**src/view_pyramid_face_classifier_top_assert.svh**
```systemverilog
// ----------------------------------------------------------------------------
// View pyramid face classifier assertion macros
// Concurrent check macros used at the end of the top level. Defining
// ASSERT_OFF leaves the macros empty.
// ----------------------------------------------------------------------------
`ifndef VIEW_PYRAMID_FACE_CLASSIFIER_TOP_ASSERT_SVH
`define VIEW_PYRAMID_FACE_CLASSIFIER_TOP_ASSERT_SVH

`ifndef ASSERT_OFF
// Implication checked at every rising edge outside reset.
`define VPFC_ASSERT_IMP(lbl, ante, cons) \
  lbl: assert property (@(posedge clk) disable iff (rst) (ante) |-> (cons)) \
    else $error("vpfc: implication check failed");
// Next-cycle implication checked at every rising edge outside reset.
`define VPFC_ASSERT_NEXT(lbl, ante, cons) \
  lbl: assert property (@(posedge clk) disable iff (rst) (ante) |=> (cons)) \
    else $error("vpfc: next-cycle check failed");
`else
`define VPFC_ASSERT_IMP(lbl, ante, cons)
`define VPFC_ASSERT_NEXT(lbl, ante, cons)
`endif

`endif

```
**src/vpfc_pkg.sv**
```systemverilog
// ----------------------------------------------------------------------------
// View pyramid face classifier package
// Item types, class codes, plane indices and register reset value.
// ----------------------------------------------------------------------------
`default_nettype none

package vpfc_pkg;

  localparam int unsigned COORD_W  = 32;
  localparam int unsigned TAN_W    = 24;
  localparam int unsigned FRAC_W   = 16;
  localparam int unsigned PROD_W   = TAN_W + COORD_W;
  localparam int unsigned PLANES   = 4;

  localparam logic [TAN_W-1:0] TAN_RESET = 24'd65536;

  // Plane indices in the accumulator flag vectors.
  localparam int unsigned PLANE_POS_X = 0;
  localparam int unsigned PLANE_NEG_X = 1;
  localparam int unsigned PLANE_POS_Y = 2;
  localparam int unsigned PLANE_NEG_Y = 3;

  typedef enum logic [1:0] {
    CLS_INSIDE   = 2'd0,
    CLS_STRADDLE = 2'd1,
    CLS_OUTSIDE  = 2'd2
  } face_class_t;

  typedef struct packed {
    logic signed [COORD_W-1:0] x_pos;
    logic signed [COORD_W-1:0] y_pos;
    logic signed [COORD_W-1:0] z_pos;
    logic                      last_vertex;
  } in_t;

  typedef struct packed {
    logic        any_in_front;
    face_class_t pos_x_class;
    face_class_t neg_x_class;
    face_class_t pos_y_class;
    face_class_t neg_y_class;
  } out_t;

  // Class of one plane from its accumulated outside and inside flags.
  function automatic face_class_t class_of(input logic outside_flag,
                                           input logic inside_flag);
    face_class_t c;
    if (outside_flag && inside_flag) begin
      c = CLS_STRADDLE;
    end else if (!inside_flag) begin
      c = CLS_OUTSIDE;
    end else begin
      c = CLS_INSIDE;
    end
    return c;
  endfunction

  // Magnitude of a signed coordinate; the most negative value maps to 2^31.
  function automatic logic [COORD_W-1:0] mag_of(input logic signed [COORD_W-1:0] v);
    logic [COORD_W-1:0] m;
    if (v[COORD_W-1]) begin
      m = COORD_W'(-v);
    end else begin
      m = COORD_W'(v);
    end
    return m;
  endfunction

endpackage

`default_nettype wire

```
**src/view_pyramid_face_classifier_top.sv**
```systemverilog
// ----------------------------------------------------------------------------
// View pyramid face classifier
// Classifies a face, given as a stream of eye-space vertices, against the
// four side planes of a viewing pyramid looking along negative z.
//
//   channel  | handshake          | payload        | direction
//   ---------+--------------------+----------------+----------
//   vertex   | in_valid/in_stall  | in_data (in_t) | in
//   result   | out_valid/out_stall| out_data(out_t)| out
//   config   | cfg_we             | cfg_data       | in
//
// One vertex is accepted per cycle while in_stall is low. The last
// vertex of a face passes the input register, then the 24x32 multiply
// of tan_half_view by |z|, then the compare and accumulate, which loads
// its result into the output register. Only last vertices need the
// output register, so other vertices keep flowing while a result waits.
// Reset clears pipeline valid bits and accumulators and sets tan_half_view to 1.0.
// ----------------------------------------------------------------------------
`default_nettype none

`include "view_pyramid_face_classifier_top_assert.svh"

module view_pyramid_face_classifier_top
  import vpfc_pkg::*;
(
  input  wire logic             clk,
  input  wire logic             rst,
  input  wire logic             in_valid,
  output logic                  in_stall,
  input  wire in_t              in_data,
  output logic                  out_valid,
  input  wire logic             out_stall,
  output out_t                  out_data,
  input  wire logic             cfg_we,
  input  wire logic [TAN_W-1:0] cfg_data
);

  // Configuration register.
  logic [TAN_W-1:0] tan_half_view;

  // Input stage.
  logic a_valid;
  in_t  a_item;

  // Product stage.
  logic                b_valid;
  logic [COORD_W-1:0]  b_x_mag;
  logic [COORD_W-1:0]  b_y_mag;
  logic                b_x_pos;
  logic                b_x_neg;
  logic                b_y_pos;
  logic                b_y_neg;
  logic                b_z_neg;
  logic                b_z_zero;
  logic [PROD_W-1:0]   b_lim;
  logic                b_last;

  // Accumulators.
  logic [PLANES-1:0] seen_outside;
  logic [PLANES-1:0] seen_inside;
  logic              front_seen;
  logic [PLANES-1:0] seen_outside_next;
  logic [PLANES-1:0] seen_inside_next;
  logic              front_seen_next;

  // Flow control.
  logic c_go;
  logic b_load;
  logic a_load;

  // Compare stage signals.
  logic [PROD_W-1:0] ax;
  logic [PROD_W-1:0] ay;
  logic              x_gt;
  logic              x_ge;
  logic              y_gt;
  logic [PLANES-1:0] outside;
  out_t              result_next;

  // Stage handshakes: a vertex leaves the product stage unless it closes a
  // face and the output register is holding a result that is stalled.
  assign c_go     = b_valid && (!b_last || !out_valid || !out_stall);
  assign b_load   = a_valid && (!b_valid || c_go);
  assign a_load   = in_valid && !in_stall;
  assign in_stall = a_valid && !b_load;

  // Configuration write.
  always_ff @(posedge clk) begin
    if (rst) begin
      tan_half_view <= TAN_RESET;
    end else if (cfg_we) begin
      tan_half_view <= cfg_data;
    end
  end

  // Input register.
  always_ff @(posedge clk) begin
    if (rst) begin
      a_valid <= 1'b0;
    end else if (a_load) begin
      a_valid <= 1'b1;
    end else if (b_load) begin
      a_valid <= 1'b0;
    end
  end

  always_ff @(posedge clk) begin
    if (a_load) begin
      a_item <= in_data;
    end
  end

  // Product stage: magnitudes, signs and the limit tan_half_view * |z|.
  always_ff @(posedge clk) begin
    if (rst) begin
      b_valid <= 1'b0;
    end else if (b_load) begin
      b_valid <= 1'b1;
    end else if (c_go) begin
      b_valid <= 1'b0;
    end
  end

  always_ff @(posedge clk) begin
    if (b_load) begin
      b_x_mag  <= mag_of(a_item.x_pos);
      b_y_mag  <= mag_of(a_item.y_pos);
      b_x_neg  <= a_item.x_pos[COORD_W-1];
      b_x_pos  <= !a_item.x_pos[COORD_W-1] && (a_item.x_pos != '0);
      b_y_neg  <= a_item.y_pos[COORD_W-1];
      b_y_pos  <= !a_item.y_pos[COORD_W-1] && (a_item.y_pos != '0);
      b_z_neg  <= a_item.z_pos[COORD_W-1];
      b_z_zero <= (a_item.z_pos == '0);
      b_lim    <= PROD_W'(tan_half_view) * PROD_W'(mag_of(a_item.z_pos));
      b_last   <= a_item.last_vertex;
    end
  end

  // Compare |x| and |y|, scaled to the product's fraction, with the limit.
  assign ax   = {{(PROD_W-COORD_W-FRAC_W){1'b0}}, b_x_mag, {FRAC_W{1'b0}}};
  assign ay   = {{(PROD_W-COORD_W-FRAC_W){1'b0}}, b_y_mag, {FRAC_W{1'b0}}};
  assign x_gt = (ax > b_lim);
  assign x_ge = (ax >= b_lim);
  assign y_gt = (ay > b_lim);

  // Per-plane outside tests; each plane treats the sign of z in its own way.
  always_comb begin
    if (b_z_neg) begin
      outside[PLANE_POS_X] = x_gt && b_x_pos;
      outside[PLANE_NEG_X] = x_gt && b_x_neg;
      outside[PLANE_POS_Y] = y_gt && b_y_pos;
      outside[PLANE_NEG_Y] = y_gt && b_y_neg;
    end else if (b_z_zero) begin
      outside[PLANE_POS_X] = b_x_pos;
      outside[PLANE_NEG_X] = b_x_neg;
      outside[PLANE_POS_Y] = b_y_pos;
      outside[PLANE_NEG_Y] = 1'b1;
    end else begin
      outside[PLANE_POS_X] = !(x_ge && b_x_neg);
      outside[PLANE_NEG_X] = 1'b1;
      outside[PLANE_POS_Y] = b_y_pos;
      outside[PLANE_NEG_Y] = 1'b1;
    end
  end

  // Accumulate the flags of the face, including the current vertex.
  assign seen_outside_next = seen_outside | outside;
  assign seen_inside_next  = seen_inside | ~outside;
  assign front_seen_next   = front_seen | b_z_neg;

  always_comb begin
    result_next.any_in_front = front_seen_next;
    result_next.pos_x_class  = class_of(seen_outside_next[PLANE_POS_X],
                                        seen_inside_next[PLANE_POS_X]);
    result_next.neg_x_class  = class_of(seen_outside_next[PLANE_NEG_X],
                                        seen_inside_next[PLANE_NEG_X]);
    result_next.pos_y_class  = class_of(seen_outside_next[PLANE_POS_Y],
                                        seen_inside_next[PLANE_POS_Y]);
    result_next.neg_y_class  = class_of(seen_outside_next[PLANE_NEG_Y],
                                        seen_inside_next[PLANE_NEG_Y]);
  end

  // Accumulators clear once the last vertex of a face has been classified.
  always_ff @(posedge clk) begin
    if (rst) begin
      seen_outside <= '0;
      seen_inside  <= '0;
      front_seen   <= 1'b0;
    end else if (c_go) begin
      if (b_last) begin
        seen_outside <= '0;
        seen_inside  <= '0;
        front_seen   <= 1'b0;
      end else begin
        seen_outside <= seen_outside_next;
        seen_inside  <= seen_inside_next;
        front_seen   <= front_seen_next;
      end
    end
  end

  // Output register.
  always_ff @(posedge clk) begin
    if (rst) begin
      out_valid <= 1'b0;
    end else if (c_go && b_last) begin
      out_valid <= 1'b1;
    end else if (!out_stall) begin
      out_valid <= 1'b0;
    end
  end

  always_ff @(posedge clk) begin
    if (c_go && b_last) begin
      out_data <= result_next;
    end
  end

  // A held, stalled result is never overwritten.
  `VPFC_ASSERT_IMP(a_no_overwrite, out_valid && out_stall, !(c_go && b_last))
  // Closing a face leaves the accumulators clear.
  `VPFC_ASSERT_NEXT(a_acc_clear, c_go && b_last,
                    (seen_outside == '0) && (seen_inside == '0) && !front_seen)
  // Every plane is marked inside or outside after an inner vertex.
  `VPFC_ASSERT_NEXT(a_acc_cover, c_go && !b_last, (seen_outside | seen_inside) == 4'hF)
  // The input register only refills when its vertex moves on or it is empty.
  `VPFC_ASSERT_IMP(a_input_hold, a_valid && !b_load, in_stall)

endmodule

`default_nettype wire

```
**config.mk**
```make
export PLATFORM = sky130hd
export DESIGN_NAME = view_pyramid_face_classifier_top
export DESIGN_NICKNAME = d
export VERILOG_FILES = /design/src/vpfc_pkg.sv /design/src/view_pyramid_face_classifier_top.sv
export VERILOG_INCLUDE_DIRS = /design/src /design/src/src
export SDC_FILE = /design/constraint.sdc
export NUM_CORES = 2
export LEC_CHECK = 0
export BUFFER_PORTS_ARGS = -buffer_cell sky130_fd_sc_hd__buf_2
export CORE_AREA = 2 2 246 248
export DETAILED_ROUTE_END_ITERATION = 10
export DIE_AREA = 0 0 248 250
export PLACE_DENSITY_LB_ADDON = 0.08
export SETUP_SLACK_MARGIN = 0.15
export SLEW_MARGIN = 10
export SYNTH_ARGS = -nofsm -noshare
export SYNTH_HDL_FRONTEND = slang
export SYNTH_SLANG_ARGS = --single-unit
```
**constraint.sdc**
```tcl
create_clock -name clk -period 22.6 [get_ports clk]
set_input_delay 2.26 -clock clk [delete_from_list [all_inputs] [get_ports clk]]
set_output_delay 2.26 -clock clk [all_outputs]
set_load 0.01 [all_outputs]
```
# [Yosys cells after proc, flatten, opt, wreduce, memory -nomap -nowiden]
# Index checks and enable logic that the tools add are counted.
# Widths: inputs -> output; s select.
[op_classes] addsub=3 multipliers=1 order_cmp=3 eq_ne=1 n_mux=19 bitwise=4 n_reduce_logical=33
[ops] cell="$gt 48x56->1" count=2
[ops] cell="$neg 32->32" count=3
[ops] cell="$mux 32" count=2
[ops] cell="$reduce_bool 32->1" count=2
[ops] cell="$mux 31" count=2
[ops] cell="$ge 48x56->1" count=1
[ops] cell="$mul 24x32->56" count=1
[ops] cell="$logic_not 32->1" count=1
[ops] cell="$logic_and 1x1->1" count=16
[ops] cell="$mux 4" count=3
[ops] cell="$mux 2" count=5
[ops] cell="$logic_not 1->1" count=9
[ops] cell="$or 4x4->4" count=2
[ops] cell="$mux 1" count=7
[ops] cell="$not 4->4" count=1
[ops] cell="$reduce_bool 2->1" count=2
[ops] cell="$logic_or 1x1->1" count=3
[ops] cell="$ne 2x1->1 const B" count=1
[ops] cell="$or 1x1->1" count=1
[totals] register_bits=269 in_bits=126 output_inout_bits=11 elab_cells=92

# [Logic depth before layout (Yosys ltp)]
[logic_depth] depth_word=11 depth_mapped=35 mapped_depth_nobuf=32

# [Worst setup path after synthesis]
# Ideal clock, no wire load.
[synth_path] path_kind="register to register" startpoint="register a_item[7] (netlist bit)" endpoint="register b_lim[50] (data pin)" setup_time_ps=265 arrival_time_ps=8631 required_ps=22335 path_slack_ps=13704 path_stages_with_launch=30 n_path_buf=1 period_less_slack_ps=8896 path_cell_list="edfxtp_1 > or4_1 > or4_1 > nand2b_1 > nand2b_1 > o31ai_1 > xnor2_1 > clkbuf_1 > and2_1 > fa_1 > fa_1 > inv_1 > fa_1 > inv_1 > fa_1 > fa_1 > fa_1 > inv_1 > fa_1 > inv_1 > ha_1 > a21o_1 > a311oi_1 > a21oi_1 > o311ai_0 > nand3_1 > a221oi_1 > o21a_1 > o21ai_0 > xor2_1"
[synth_between] elab_chain_cells=4
[synth_rtl] element="start, declared" line_no="view_pyramid_face_classifier_top.sv:43" source="in_t a_item;"
[synth_rtl] element="start signal, assigned" line_no="view_pyramid_face_classifier_top.sv:109" source="a_item <= in_data;"
[synth_rtl] element="$neg 32->32" line_no="vpfc_pkg.sv:62" source="m = COORD_W'(-v);"
[synth_rtl] element="$mux 32 *" line_no="vpfc_pkg.sv:61" source="if (v[COORD_W-1]) begin"
[synth_rtl] element="$mux 32 *" line_no="view_pyramid_face_classifier_top.sv:125" source="if (b_load) begin"
[synth_rtl] element="$mul 24x32->56 *" line_no="view_pyramid_face_classifier_top.sv:134" source="b_lim <= PROD_W'(tan_half_view) * PROD_W'(mag_of(a_item.z_pos));"
[synth_rtl] element="end signal, assigned" line_no="view_pyramid_face_classifier_top.sv:134"
[synth_rtl] element="end, declared" line_no="view_pyramid_face_classifier_top.sv:55" source="logic [PROD_W-1:0] b_lim;"
# Mark *: on every way between the ends. The rest lies on a longest branch, timed or not. The select of a mux whose other input is x is not followed.
# A chain may end at the register's enable or synchronous reset.

# [Final worst setup path]
[layout_path] startpoint="register a_item[10] (netlist bit)" endpoint="register b_lim[50] (data pin)"
# Same word-level chain as after synthesis.

==> results.sh <==
export IMPL_endpoint_kind="register"
export IMPL_worstPathBufferInverterCount=5
export IMPL_crit_family="adder cells"
export IMPL_fin_crit_sh_pct=46.9
export IMPL_cts_root_buf="clkbuf_16"
export IMPL_dr_pass1_iters=5
export IMPL_cts_buffer_depth=3
export IMPL_tightest_slew_ps=1300
export IMPL_path_clk_slew_ps=60
export IMPL_yosys_warnings=0
export IMPL_fp_row_count=90
export IMPL_maxSlewHeadroom_pct=11.9
export IMPL_cts_hold_buffers=0
export IMPL_path_depth=29
export IMPL_fin_skew_ps=24.1
export IMPL_path_common_cell="fa_1"
export IMPL_seq_area_frac_synth_pct=21.2
export IMPL_critPathLaunchType="register"
export IMPL_slew_violations=0
export IMPL_die_w_um=248
export IMPL_synth_most_common_cell="inv_1"
export IMPL_synth_cells=3667
export IMPL_synth_top_area_cell="fa_1"
export IMPL_rsz0062_at_grt="no"
export IMPL_core_area_sq_mm=0.0596
export IMPL_grt_pass1_vias=28334
export IMPL_start_util_pct=61.1
export IMPL_synth_area_leaders="fa_1 (36%), edfxtp_1 (19%), ha_1 (8.6%)"
export IMPL_wl_per_cell_um=21.5
export IMPL_hold_viol_final=0
export IMPL_maxCapViolCount=0
export IMPL_num_io_pins=137
export IMPL_rr_endpoint="b_lim[50]"
export IMPL_max_freq_ghz=0.0943
export IMPL_synth_edff_count=233
export IMPL_critical_path_slowest_cell="o311ai_0"
export IMPL_hpwl_um=73200
export IMPL_synth_area_sq_mm=0.0364
export IMPL_num_vias=26049
export IMPL_arrival_ps=10920
export IMPL_clkSinkCount=269
export IMPL_ys_top_cells_by_count="inv_1 (745), fa_1 (658), nand2_1 (488)"
export IMPL_area_growth_pct=7.45
export IMPL_dr_first_iter_drc_count=2029
export IMPL_wl_um=97000
export IMPL_period_needed_ps=10610
export IMPL_finalWorstSetupSlack_ps=11990
export IMPL_cts_htree_levels=1
export IMPL_drc=0
export IMPL_final_nets=4734
export IMPL_status="finished clean"
export IMPL_finalSetupViolCount=0
export IMPL_crit_type="register to register"
export IMPL_r2r_slack_ps=11990
export IMPL_pre_cts_slack_ps=12230
export IMPL_timing_rr_start="a_item[10]"
export IMPL_grtUsageTotal_pct=32.7
export IMPL_ctsResizeCount=0
export IMPL_postCtsSetupRepairBufs=0
export IMPL_antenna_found_initial=6
export IMPL_fin_setup_tns_ps=0
export IMPL_die_height_um=250
export IMPL_port_buffers=136
export IMPL_vias_per_cell=5.78
export IMPL_max_stage_delay_ps=960
export IMPL_drive_gt1_share_pct=7.74
export IMPL_cts_tree="built"
export IMPL_yosys_area_top_type_share_pct=36.2
export IMPL_clock_latency_ps=580
export IMPL_synth_nets=4700
export IMPL_reg2reg_depth=29
export IMPL_die_area_sq_mm=0.0620
export IMPL_worstHoldStart="a_item[0]"
export IMPL_worstHoldPathType="register to register"
export IMPL_cts_buffers=30
export IMPL_synth_cell_types=63
export IMPL_synth_seq_cells=269
export IMPL_synth_flop_cell="edfxtp_1"
export IMPL_grt_first_pass_wirelength_um=154000
export IMPL_required_ps=22920
export IMPL_min_path_cells=0
export IMPL_crit_fanout=24
export IMPL_async_reset_ff_share_pct=0
export IMPL_grt_ovfl_total=0
export IMPL_gp_congestion=0.924
export IMPL_min_to="b_last"
export IMPL_syn_area_per_cell_sq_um=9.93
export IMPL_grt_start_max_net_pins=78
export IMPL_ant_nets=0
## metrics by stage
stage               instance area [sq um]  hold WS [ps]  util, %  cells
finish                              39100           446     65.7   4508
global route                        39100           452     65.7   4508
CTS                                 39100           446     65.7   4505
detailed placement                  38200           430     64.1   4451
global placement                    38200           410     64.1   4451
floorplan                           36400           400        -   3667
## cells in the final DEF, fill, tap and decap left out, drive strengths merged, types with 10 or more instances in the layout
| cell type | synthesis | final |
|---|---|---|
| nand2 | 488 | 488 |
| nand2b | 11 | 11 |
| nand4 | 19 | 19 |
| buf | 1 | 175 |
| nor4 | 15 | 15 |
| o31ai | 32 | 32 |
| nand3 | 22 | 22 |
| o21ai | 71 | 71 |
| a31oi | 13 | 13 |
| nor3 | 22 | 22 |
| a21oi | 77 | 77 |
| fa | 658 | 658 |
| nor2 | 78 | 78 |
| dfxtp | 36 | 36 |
| nor2b | 16 | 16 |
| inv | 745 | 748 |
| clkbuf | 172 | 40 |
| clkinv | 0 | 10 |
| mux2i | 23 | 23 |
| xnor2 | 121 | 121 |
| or4 | 17 | 17 |
| a21o | 35 | 35 |
| edfxtp | 233 | 233 |
| xor2 | 18 | 18 |
| and2 | 381 | 381 |
| or3 | 11 | 11 |
| o41ai | 10 | 10 |
| ha | 249 | 249 |
## worst register-to-register path: cells and delay by family (launching register included)
| kind | cells | cell delay [ps] |
|---|---|---|
| xor gates and xnor gates | 2 | 300 |
| DFF | 1 | 470 |
| buffers and inverters | 5 | 570 |
| adders and majority gates | 8 | 3950 |
| and+or+nand+nor | 7 | 2340 |
| AOI/OAI and AO/OA | 7 | 2730 |
## flip-flops by register name, summed over array words and instances, names as in the netlist, 4 cells and up
signal,count
out_data,9
b_lim,56
b_x_mag,32
seen_outside,4
seen_inside,4
tan_half_view,24
b_y_mag,32
a_item,97
## per-layer routing
metal  vias up  part of all wire (%)  GRT usage (%)
met2      1141                    50           55.1
met4         0                   4.5           12.9
met5         -                     0              0
met1     13285                    38           42.5
met3       275                   7.6           4.90
li1      11348                     -              -
## logic make-up after synthesis
family | share of synthesized area [%]
AND/OR/NAND/NOR | 15.3
buffers and inverters | 9.46
adder cells (fa/ha/maj) | 44.7
AO/OA/AOI/OAI | 5.22
flip-flops | 21.2
XOR/XNOR | 3.34
multiplexers | 0.756
## area by class of cell
type | instances | area (sq um)
Multi-Input combinational cell | 2480 | 25700
Clock inverter | 14 | 105
Sequential cell | 269 | 7740
Fill cell | 4823 | 20400
Timing Repair Buffer | 175 | 973
Antenna cell | 3 | 7.51
Tap cell | 782 | 978
Inverter | 745 | 2800
Clock buffer | 40 | 851
## worst max-delay path by stage
stage,slack [ps],end,start
floorplan,13700,b_lim[50],a_item[7]
global placement,12420,b_lim[50],a_item[10]
detailed placement,12230,b_lim[50],a_item[10]
CTS,12170,b_lim[50],a_item[10]
global route,11660,b_lim[50],a_item[10]
finish,11990,b_lim[50],a_item[10]
Power is left out: the tool's default activity adds up to more than one toggle a clock period on the data nets, which glitch-free logic cannot reach.
